## src/hdl/ctsup_pkg.sv

```systemverilog
// ----------------------------------------------------------------------------
// ctsup_pkg
// Shared types and constants of the CAN transmit supervisor with alarm edge.
// ----------------------------------------------------------------------------
package ctsup_pkg;

    localparam int SENSORS_DEFAULT = 8;

    localparam logic OP_POLL    = 1'b0;
    localparam logic OP_READING = 1'b1;

    localparam int ALERT_BUS_OFF   = 0;
    localparam int ALERT_RECOVERED = 1;
    localparam int ALERT_TX_FAILED = 3;
    localparam int ALERT_TX_OK     = 4;
    localparam int ALERT_RX_DATA   = 5;

    localparam logic [1:0] CFG_FAIL_THRESHOLD = 2'd0;
    localparam logic [1:0] CFG_ACTIVE_PERIOD  = 2'd1;
    localparam logic [1:0] CFG_PROBE_PERIOD   = 2'd2;
    localparam logic [1:0] CFG_CO2_ALARM      = 2'd3;

    localparam logic [7:0]  RST_FAIL_THRESHOLD = 8'd3;
    localparam logic [15:0] RST_ACTIVE_PERIOD  = 16'd1000;
    localparam logic [15:0] RST_PROBE_PERIOD   = 16'd2000;
    localparam logic [15:0] RST_CO2_ALARM      = 16'd2000;

    localparam logic [5:0] ID_SENSOR  = 6'h30;
    localparam logic [5:0] ID_ALARM   = 6'h31;
    localparam logic [3:0] LEN_SENSOR = 4'd8;
    localparam logic [3:0] LEN_ALARM  = 4'd4;
    localparam logic [7:0] FAIL_MAX   = 8'd255;

    localparam int QUEUE_DEPTH = 4;
    localparam int QUEUE_AW    = $clog2(QUEUE_DEPTH);

    typedef struct packed {
        logic        frame_valid;
        logic [5:0]  frame_id;
        logic [3:0]  frame_length;
        logic [63:0] frame_data;
        logic        accepted;
        logic        start_recovery;
        logic        restart_controller;
        logic        version_broadcast;
        logic        probing;
        logic        bus_is_off;
        logic        last;
    } t_result;

endpackage

```

## src/hdl/can_tx_supervisor_with_alarm_edge_unit.sv

```systemverilog
// ----------------------------------------------------------------------------
// can_tx_supervisor_with_alarm_edge_unit
// Tracks bus-off, failed transmits and probe mode, paces sensor frames and
// sends CO2 alarm frames raised on a threshold edge.
// ----------------------------------------------------------------------------
// Input words (valid/stall) are either a poll carrying alert bits and a
// millisecond time, or a sensor reading. Each word is held in an input
// register and handled from there, when it updates the supervisor
// state and pushes its result words into a four-entry output queue: one
// result for a reading, one or two for a poll (sensor frame then alarm frame).
// Output words (valid/stall) come from the head of that queue.
// A word passes through the input register and the queue before its first
// result is on the output. One input word is taken per cycle while results
// drain; a poll with two frames yields two words on the single output port.
// A word waits in the input register until the queue has two free entries,
// so a stalled receiver backs up into the input stall once the queue fills.
// Configuration writes take effect at the next edge; the user must make them while idle, the block does not enforce it.
// Reset clears the state, the queue and the alarm flags, and loads the
// register defaults; no word is pending afterwards.
// ----------------------------------------------------------------------------
module can_tx_supervisor_with_alarm_edge_unit #(
    parameter int SENSORS = ctsup_pkg::SENSORS_DEFAULT
) (
    input  logic        i_clk,
    input  logic        i_rst_n,
    input  logic        i_cfg_wr_en,
    input  logic [1:0]  i_cfg_index,
    input  logic [15:0] i_cfg_data,
    input  logic        i_valid,
    output logic        o_stall,
    input  logic        i_opcode,
    input  logic [5:0]  i_alert_bits,
    input  logic [31:0] i_now_ms,
    input  logic [63:0] i_reading_data,
    output logic        o_valid,
    input  logic        i_stall,
    output logic        o_frame_valid,
    output logic [5:0]  o_frame_id,
    output logic [3:0]  o_frame_length,
    output logic [63:0] o_frame_data,
    output logic        o_accepted,
    output logic        o_start_recovery,
    output logic        o_restart_controller,
    output logic        o_version_broadcast,
    output logic        o_probing,
    output logic        o_bus_is_off,
    output logic        o_last
);

    localparam int IW = (SENSORS > 1) ? $clog2(SENSORS) : 1;
    localparam int SW = 2 ** IW;
    localparam int QD = ctsup_pkg::QUEUE_DEPTH;
    localparam int QA = ctsup_pkg::QUEUE_AW;

    // configuration
    logic [7:0]  r_fail_threshold;
    logic [15:0] r_active_period;
    logic [15:0] r_probe_period;
    logic [15:0] r_co2_alarm;

    // input register
    logic        r_in_valid;
    logic        r_in_opcode;
    logic [5:0]  r_in_alerts;
    logic [31:0] r_in_now;
    logic [63:0] r_in_data;

    // supervisor state
    logic          r_bus_off;
    logic          r_probe;
    logic [7:0]    r_fail_count;
    logic [31:0]   r_last_send;
    logic          r_env_pending;
    logic [63:0]   r_env_frame;
    logic          r_alarm_pending;
    logic [31:0]   r_alarm_frame;
    logic [SW-1:0] r_alarm_active;

    logic          n_bus_off;
    logic          n_probe;
    logic [7:0]    n_fail_count;
    logic [31:0]   n_last_send;
    logic          n_env_pending;
    logic [63:0]   n_env_frame;
    logic          n_alarm_pending;
    logic [31:0]   n_alarm_frame;
    logic [SW-1:0] n_alarm_active;

    // output queue
    ctsup_pkg::t_result r_q [QD];
    logic [QA-1:0]      r_wr_ptr;
    logic [QA-1:0]      r_rd_ptr;
    logic [QA:0]        r_count;

    ctsup_pkg::t_result w_res0;
    ctsup_pkg::t_result w_res1;
    logic               w_two;
    logic               w_adv;
    logic               w_pop;
    logic [QA-1:0]      w_wr_next;

    ctsup_pkg::t_result w_head;

    // scratch of the single pass
    logic [7:0]  w_idx;
    logic [15:0] w_co2;
    logic        w_in_range;
    logic        w_now_alarm;
    logic        w_edge;
    logic        w_ok;
    logic        w_rec;
    logic        w_rst;
    logic        w_ver;
    logic [7:0]  w_fail_inc;
    logic [15:0] w_period;
    logic [31:0] w_elapsed;
    logic        w_due;
    logic        w_send_env;
    logic        w_send_alarm;

    assign w_adv   = r_in_valid && (r_count <= (QA+1)'(QD - 2));
    assign o_stall = r_in_valid && !w_adv;
    assign w_pop   = o_valid && !i_stall;
    assign w_wr_next = r_wr_ptr + QA'(1);

    assign w_idx       = r_in_data[63:56];
    assign w_co2       = r_in_data[23:8];
    assign w_in_range  = {24'd0, w_idx} < 32'(SENSORS);
    assign w_now_alarm = w_co2 >= r_co2_alarm;
    assign w_edge      = w_now_alarm != r_alarm_active[w_idx[IW-1:0]];

    always_comb begin
        n_bus_off       = r_bus_off;
        n_probe         = r_probe;
        n_fail_count    = r_fail_count;
        n_last_send     = r_last_send;
        n_env_pending   = r_env_pending;
        n_env_frame     = r_env_frame;
        n_alarm_pending = r_alarm_pending;
        n_alarm_frame   = r_alarm_frame;
        n_alarm_active  = r_alarm_active;
        w_ok            = 1'b0;
        w_rec           = 1'b0;
        w_rst           = 1'b0;
        w_ver           = 1'b0;
        w_fail_inc      = r_fail_count;
        w_period        = r_active_period;
        w_elapsed       = '0;
        w_due           = 1'b0;
        w_send_env      = 1'b0;
        w_send_alarm    = 1'b0;
        w_res0          = '0;
        w_res1          = '0;
        w_two           = 1'b0;

        if (r_in_opcode == ctsup_pkg::OP_READING) begin
            w_ok = !r_env_pending && w_in_range && !(w_edge && r_alarm_pending);
            if (w_ok) begin
                n_env_frame   = r_in_data;
                n_env_pending = 1'b1;
                if (w_edge) begin
                    n_alarm_active[w_idx[IW-1:0]] = w_now_alarm;
                    n_alarm_frame   = {w_idx, 7'd0, w_now_alarm, w_co2};
                    n_alarm_pending = 1'b1;
                end
            end
            w_res0.accepted   = w_ok;
            w_res0.probing    = r_probe;
            w_res0.bus_is_off = r_bus_off;
            w_res0.last       = 1'b1;
        end else begin
            if (r_in_alerts[ctsup_pkg::ALERT_BUS_OFF]) begin
                n_bus_off = 1'b1;
                w_rec     = 1'b1;
            end
            if (r_in_alerts[ctsup_pkg::ALERT_RECOVERED]) begin
                w_rst        = 1'b1;
                n_bus_off    = 1'b0;
                n_fail_count = '0;
                n_probe      = 1'b1;
            end
            if (r_in_alerts[ctsup_pkg::ALERT_TX_FAILED] && !n_probe) begin
                w_fail_inc = (n_fail_count == ctsup_pkg::FAIL_MAX) ?
                             n_fail_count : n_fail_count + 8'd1;
                n_fail_count = w_fail_inc;
                if (w_fail_inc >= r_fail_threshold) begin
                    n_probe = 1'b1;
                end
            end
            if (r_in_alerts[ctsup_pkg::ALERT_TX_OK]) begin
                if (n_probe) begin
                    n_probe = 1'b0;
                    w_ver   = 1'b1;
                end
                n_fail_count = '0;
            end
            if (r_in_alerts[ctsup_pkg::ALERT_RX_DATA] && n_probe) begin
                n_probe      = 1'b0;
                n_fail_count = '0;
                w_ver        = 1'b1;
            end

            w_period  = n_probe ? r_probe_period : r_active_period;
            w_elapsed = r_in_now - r_last_send;
            w_due     = !n_bus_off && (w_elapsed >= {16'd0, w_period});
            if (w_due) begin
                n_last_send = r_in_now;
            end
            w_send_env   = w_due && r_env_pending;
            w_send_alarm = !n_bus_off && r_alarm_pending;
            if (w_send_env) begin
                n_env_pending = 1'b0;
            end
            if (w_send_alarm) begin
                n_alarm_pending = 1'b0;
            end

            // first result carries the event requests
            w_res0.start_recovery     = w_rec;
            w_res0.restart_controller = w_rst;
            w_res0.version_broadcast  = w_ver;
            w_res0.probing            = n_probe;
            w_res0.bus_is_off         = n_bus_off;
            w_res0.last               = 1'b1;
            w_res1.probing            = n_probe;
            w_res1.bus_is_off         = n_bus_off;
            w_res1.last               = 1'b1;
            w_res1.frame_valid        = 1'b1;
            w_res1.frame_id           = ctsup_pkg::ID_ALARM;
            w_res1.frame_length       = ctsup_pkg::LEN_ALARM;
            w_res1.frame_data         = {r_alarm_frame, 32'd0};

            if (w_send_env) begin
                w_res0.frame_valid  = 1'b1;
                w_res0.frame_id     = ctsup_pkg::ID_SENSOR;
                w_res0.frame_length = ctsup_pkg::LEN_SENSOR;
                w_res0.frame_data   = r_env_frame;
                w_res0.last         = !w_send_alarm;
                w_two               = w_send_alarm;
            end else if (w_send_alarm) begin
                w_res0.frame_valid  = 1'b1;
                w_res0.frame_id     = ctsup_pkg::ID_ALARM;
                w_res0.frame_length = ctsup_pkg::LEN_ALARM;
                w_res0.frame_data   = {r_alarm_frame, 32'd0};
            end
        end
    end

    always_ff @(posedge i_clk) begin
        if (!i_rst_n) begin
            r_fail_threshold <= ctsup_pkg::RST_FAIL_THRESHOLD;
            r_active_period  <= ctsup_pkg::RST_ACTIVE_PERIOD;
            r_probe_period   <= ctsup_pkg::RST_PROBE_PERIOD;
            r_co2_alarm      <= ctsup_pkg::RST_CO2_ALARM;
        end else if (i_cfg_wr_en) begin
            case (i_cfg_index)
                ctsup_pkg::CFG_FAIL_THRESHOLD: r_fail_threshold <= i_cfg_data[7:0];
                ctsup_pkg::CFG_ACTIVE_PERIOD:  r_active_period  <= i_cfg_data;
                ctsup_pkg::CFG_PROBE_PERIOD:   r_probe_period   <= i_cfg_data;
                ctsup_pkg::CFG_CO2_ALARM:      r_co2_alarm      <= i_cfg_data;
                default: ;
            endcase
        end
    end

    always_ff @(posedge i_clk) begin
        if (!i_rst_n) begin
            r_in_valid <= 1'b0;
        end else if (i_valid && !o_stall) begin
            r_in_valid <= 1'b1;
        end else if (w_adv) begin
            r_in_valid <= 1'b0;
        end
    end

    always_ff @(posedge i_clk) begin
        if (i_valid && !o_stall) begin
            r_in_opcode <= i_opcode;
            r_in_alerts <= i_alert_bits;
            r_in_now    <= i_now_ms;
            r_in_data   <= i_reading_data;
        end
    end

    always_ff @(posedge i_clk) begin
        if (!i_rst_n) begin
            r_bus_off       <= 1'b0;
            r_probe         <= 1'b0;
            r_fail_count    <= '0;
            r_last_send     <= '0;
            r_env_pending   <= 1'b0;
            r_alarm_pending <= 1'b0;
            r_alarm_active  <= '0;
        end else if (w_adv) begin
            r_bus_off       <= n_bus_off;
            r_probe         <= n_probe;
            r_fail_count    <= n_fail_count;
            r_last_send     <= n_last_send;
            r_env_pending   <= n_env_pending;
            r_alarm_pending <= n_alarm_pending;
            r_alarm_active  <= n_alarm_active;
        end
    end

    always_ff @(posedge i_clk) begin
        if (w_adv) begin
            r_env_frame   <= n_env_frame;
            r_alarm_frame <= n_alarm_frame;
        end
    end

    // result queue
    always_ff @(posedge i_clk) begin
        if (w_adv) begin
            r_q[r_wr_ptr] <= w_res0;
            if (w_two) begin
                r_q[w_wr_next] <= w_res1;
            end
        end
    end

    always_ff @(posedge i_clk) begin
        if (!i_rst_n) begin
            r_wr_ptr <= '0;
            r_rd_ptr <= '0;
            r_count  <= '0;
        end else begin
            if (w_adv) begin
                r_wr_ptr <= w_two ? w_wr_next + QA'(1) : w_wr_next;
            end
            if (w_pop) begin
                r_rd_ptr <= r_rd_ptr + QA'(1);
            end
            r_count <= r_count
                     + (w_adv ? (w_two ? (QA+1)'(2) : (QA+1)'(1)) : '0)
                     - (w_pop ? (QA+1)'(1) : '0);
        end
    end

    assign w_head  = r_q[r_rd_ptr];
    assign o_valid = r_count != '0;

    assign o_frame_valid        = w_head.frame_valid;
    assign o_frame_id           = w_head.frame_id;
    assign o_frame_length       = w_head.frame_length;
    assign o_frame_data         = w_head.frame_data;
    assign o_accepted           = w_head.accepted;
    assign o_start_recovery     = w_head.start_recovery;
    assign o_restart_controller = w_head.restart_controller;
    assign o_version_broadcast  = w_head.version_broadcast;
    assign o_probing            = w_head.probing;
    assign o_bus_is_off         = w_head.bus_is_off;
    assign o_last               = w_head.last;

endmodule
```

## config.mk

```make
export PLATFORM = sky130hd
export DESIGN_NAME = can_tx_supervisor_with_alarm_edge_unit
export DESIGN_NICKNAME = d
export VERILOG_FILES = /design/src/hdl/ctsup_pkg.sv /design/src/hdl/can_tx_supervisor_with_alarm_edge_unit.sv
export SDC_FILE = /design/constraint.sdc
export NUM_CORES = 1
export LEC_CHECK = 0
export ABC_CLOCK_PERIOD_IN_PS = 12800
export BUFFER_PORTS_ARGS = -buffer_cell sky130_fd_sc_hd__buf_2
export CAP_MARGIN = 5
export CELL_PAD_IN_SITES_DETAIL_PLACEMENT = 0
export CELL_PAD_IN_SITES_GLOBAL_PLACEMENT = 1
export CORE_ASPECT_RATIO = 1.2
export CORE_MARGIN = 1.5
export CORE_UTILIZATION = 50
export DETAILED_ROUTE_END_ITERATION = 6
export PLACE_DENSITY = 0.85
export SETUP_SLACK_MARGIN = 0.5
export SLEW_MARGIN = 20
export SYNTH_ARGS = -nofsm -noshare
export SYNTH_HDL_FRONTEND = slang
export SYNTH_SLANG_ARGS = --single-unit
```

## constraint.sdc

```tcl
create_clock -name i_clk -period 12.8 [get_ports i_clk]
set_clock_uncertainty 0.05 [all_clocks]
set_input_delay 1.28 -clock i_clk [delete_from_list [all_inputs] [get_ports i_clk]]
set_output_delay 1.28 -clock i_clk [all_outputs]
set_load 0.02 [all_outputs]
```

==> flow_metrics.py <==
metrics = {
    "sta": {
        "setup_ws_ns": 3.700,
        "slew_headroom": 0.2567,
        "tightest_slew_ns": 1.115,
        "min_period_ns": 9.100,
        "finalHoldViolCount": 0,
        "max_freq_mhz": 109.9,
        "slew_viol_final": 0,
        "setup_violations": 0,
        "finalSetupTns_ns": 0,
        "whs_ns": 0.3706,
        "timing.final.crit_share": 0.7110,
        "rsz0062_at_grt": "no",
    },
    "logic_synthesis": {
        "synth-seq-cells": 605,
        "synth_ff_type": "edfxtp_1",
        "ys_async_sr_fraction": 0,
        "ys_types": 80,
        "synth_area_leaders": "edfxtp_1 35%, dfxtp_1 22%, mux4_2 6.2%",
        "syn_avg_cell_area_sq_um": 11.22,
        "yosysMostFrequentCell": "nand2_1",
        "synth_area_sq_mm": 0.02690,
        "synth-edff-count": 311,
        "syn_inst": 2398,
        "synth-seq-area-share": 0.5660,
        "yosys_warnings": 0,
        "yosysTopAreaCell": "edfxtp_1",
        "netlist_top_cells_count": "336 x nand2_1, 311 x edfxtp_1, 294 x dfxtp_1",
        "synth_top_area_share": 0.3472,
    },
    "detailed_routing": {
        "routed_wl_mm": 71.09,
        "vias_per_cell": 5.871,
        "drt_iter0_drc": 1694,
        "ant_nets": 0,
        "drtPass1Iterations": 5,
        "wire_per_inst_um": 21.63,
        "num_vias": 19300,
        "drc": 0,
    },
    "global_routing": {
        "grt_antenna_before_repair": 2,
        "grt_pass1_vias": 19740,
        "grt_usage": 0.2542,
        "grt_pass1_wl_mm": 108.5,
        "grt_max_degree": 105,
        "overflow": 0,
    },
    "power_and_ir_drop": {
        "p_leak_nw": 11.15,
        "finalPower_mw": 4.710,
        "cellPowerDensity_mw_per_mm2": 154.7,
        "max-vdd-ir-drop_mv": 0.1133,
    },
    "worst_setup_path": {
        "r2r.worst_path.cells": 30,
        "path_max_fanout": 46,
        "cp-end-kind": "flip-flop",
        "crit_top_cell": "a21o_1",
        "arrival_ns": 9.45,
        "crit_required_ns": 13.15,
        "cp-start-kind": "flip-flop",
        "cp_slowest_stage_delay_ns": 0.61,
        "criticalPathCategory": "reg2reg",
        "slowest_stage": "edfxtp_1",
    },
    "place": {
        "dp.cells": 3175,
        "port_buffers": 203,
        "gp_congestion": 0.8965,
        "dp_hpwl_mm": 44.55,
        "post-place-ws_ns": 3.605,
        "dpl_cell_area_sq_mm": 0.02847,
    },
    "die": {
        "die_width_um": 214.7,
        "rows": 92,
        "start_util": 0.5091,
        "die_area_sq_mm": 0.05521,
        "pin_count": 210,
        "coreArea_sq_mm": 0.05284,
        "fp.dieH_um": 257.1,
    },
    "clock_tree": {
        "cts_setup_buffers": 0,
        "cts_tree": "built",
        "htree_levels": 2,
        "clockBufferDepth": 3,
        "cts_hold_buf": 0,
        "clk_pin_slew_ns": 0.06,
        "clockRootBuffer": "clkbuf_16",
        "numCtsBuffers": 61,
        "clock_latency_ns": 0.65,
        "cts-resized-gates": 0,
        "cts.sinks": 605,
    },
    "flow_run": {
        "cap_violations": 0,
    },
    "hold_path": {
        "hold_path_class": "reg2reg",
        "worstHoldPathCells": 0,
    },
    "cells_and_area": {
        "fin_util": 0.5763,
        "layout.nets": 2741,
        "drive_gt1_frac": 0.1728,
        "stdcell_count": 3287,
        "post-route-cell-area_sq_mm": 0.03045,
        "syn2layout_area_growth_pct": 13.21,
    },
    "run_status": {
        "status": "complete, no violations",
    },
}
cell families after synthesis:
logic type	synth area share
AO/OA/AOI/OAI	0.1273
XOR/XNOR	0.01074
adder cells (fa/ha/maj)	0.03870
buffers and inverters	0.03554
flip-flops	0.5660
multiplexers	0.08214
other	0.0001394
AND/OR/NAND/NOR	0.1394
registers in the layout (all words and copies together), names as in the netlist, 2 cells and up, named ones only:
name,cells
r_fail_threshold,8
r_in_now,32
r_last_send,32
r_probe_period,16
r_alarm_frame,25
r_wr_ptr,2
r_count,3
r_fail_count,8
r_in_alerts,5
r_q,296
r_in_data,64
r_env_frame,64
r_alarm_active,8
r_rd_ptr,2
r_co2_alarm,16
r_active_period,16
final timing paths:
path	slack (ns)	end	start
max	3.70	r_q[3][64]	r_in_alerts[1]
min	0.37	r_env_frame[6]	r_in_data[6]
min reg2reg	0.37	r_env_frame[6]	r_in_data[6]
max reg2reg	3.70	r_q[3][64]	r_in_alerts[1]
where the power goes:
| group | total (mW) | switching [mW] | internal, mW |
|---|---|---|---|
| clock network | 1.74 | 0.747 | 0.994 |
| logic | 0.752 | 0.455 | 0.297 |
| registers | 2.22 | 0.0833 | 2.13 |
cells in the final DEF (no fill, tap or decap), types with 7 or more instances in the layout:
master,netlist,routed
inv_1,67,67
nand2b_1,15,15
nand3_1,192,191
clkbuf_16,0,62
ha_1,80,80
o211ai_1,14,14
nor2b_1,54,53
nor2_1,96,93
mux2i_1,52,52
buf_2,15,203
mux4_2,74,74
xnor2_1,18,18
clkbuf_1,104,17
edfxtp_1,311,311
clkbuf_8,0,14
a21o_1,18,18
buf_4,8,31
clkinv_2,0,7
or3_1,7,7
a21oi_1,236,235
nor3_1,19,18
a22o_1,109,109
a21boi_0,32,32
nand4_1,13,13
xor2_1,15,15
nand2_1,336,330
a211oi_1,9,9
dfxtp_1,294,292
o21ai_0,39,39
and2_1,11,11
layout make-up:
type	count	area, sq um
Clock buffer	93	1808
Inverter	67	251.5
Clock inverter	18	171.4
Tap cell	705	882.1
Fill cell	4334	22380
Antenna cell	1	2.502
Multi-Input combinational cell	1564	10860
Sequential cell	605	15230
Timing Repair Buffer	234	1249
metal layers:
layer	GRT usage	routed length, um	vias up
li1	-	-	9032
met3	0.04054	4100	180
met4	0.1495	4096	2
met2	0.4497	35700	656
met1	0.2901	27190	9428
met5	0	10	-
critical path: cells and delay by family (launching register included):
kind / cells / cell delay, ns
and+or+nand+nor: 11 / 2.92
AOI/OAI and AO/OA: 11 / 2.73
buffers and inverters: 3 / 0.93
adders and majority gates: 3 / 0.90
DFF: 1 / 0.61
muxes: 1 / 0.45
xor gates and xnor gates: 1 / 0.23
No activity file was read; power rests on OpenSTA's default activity.
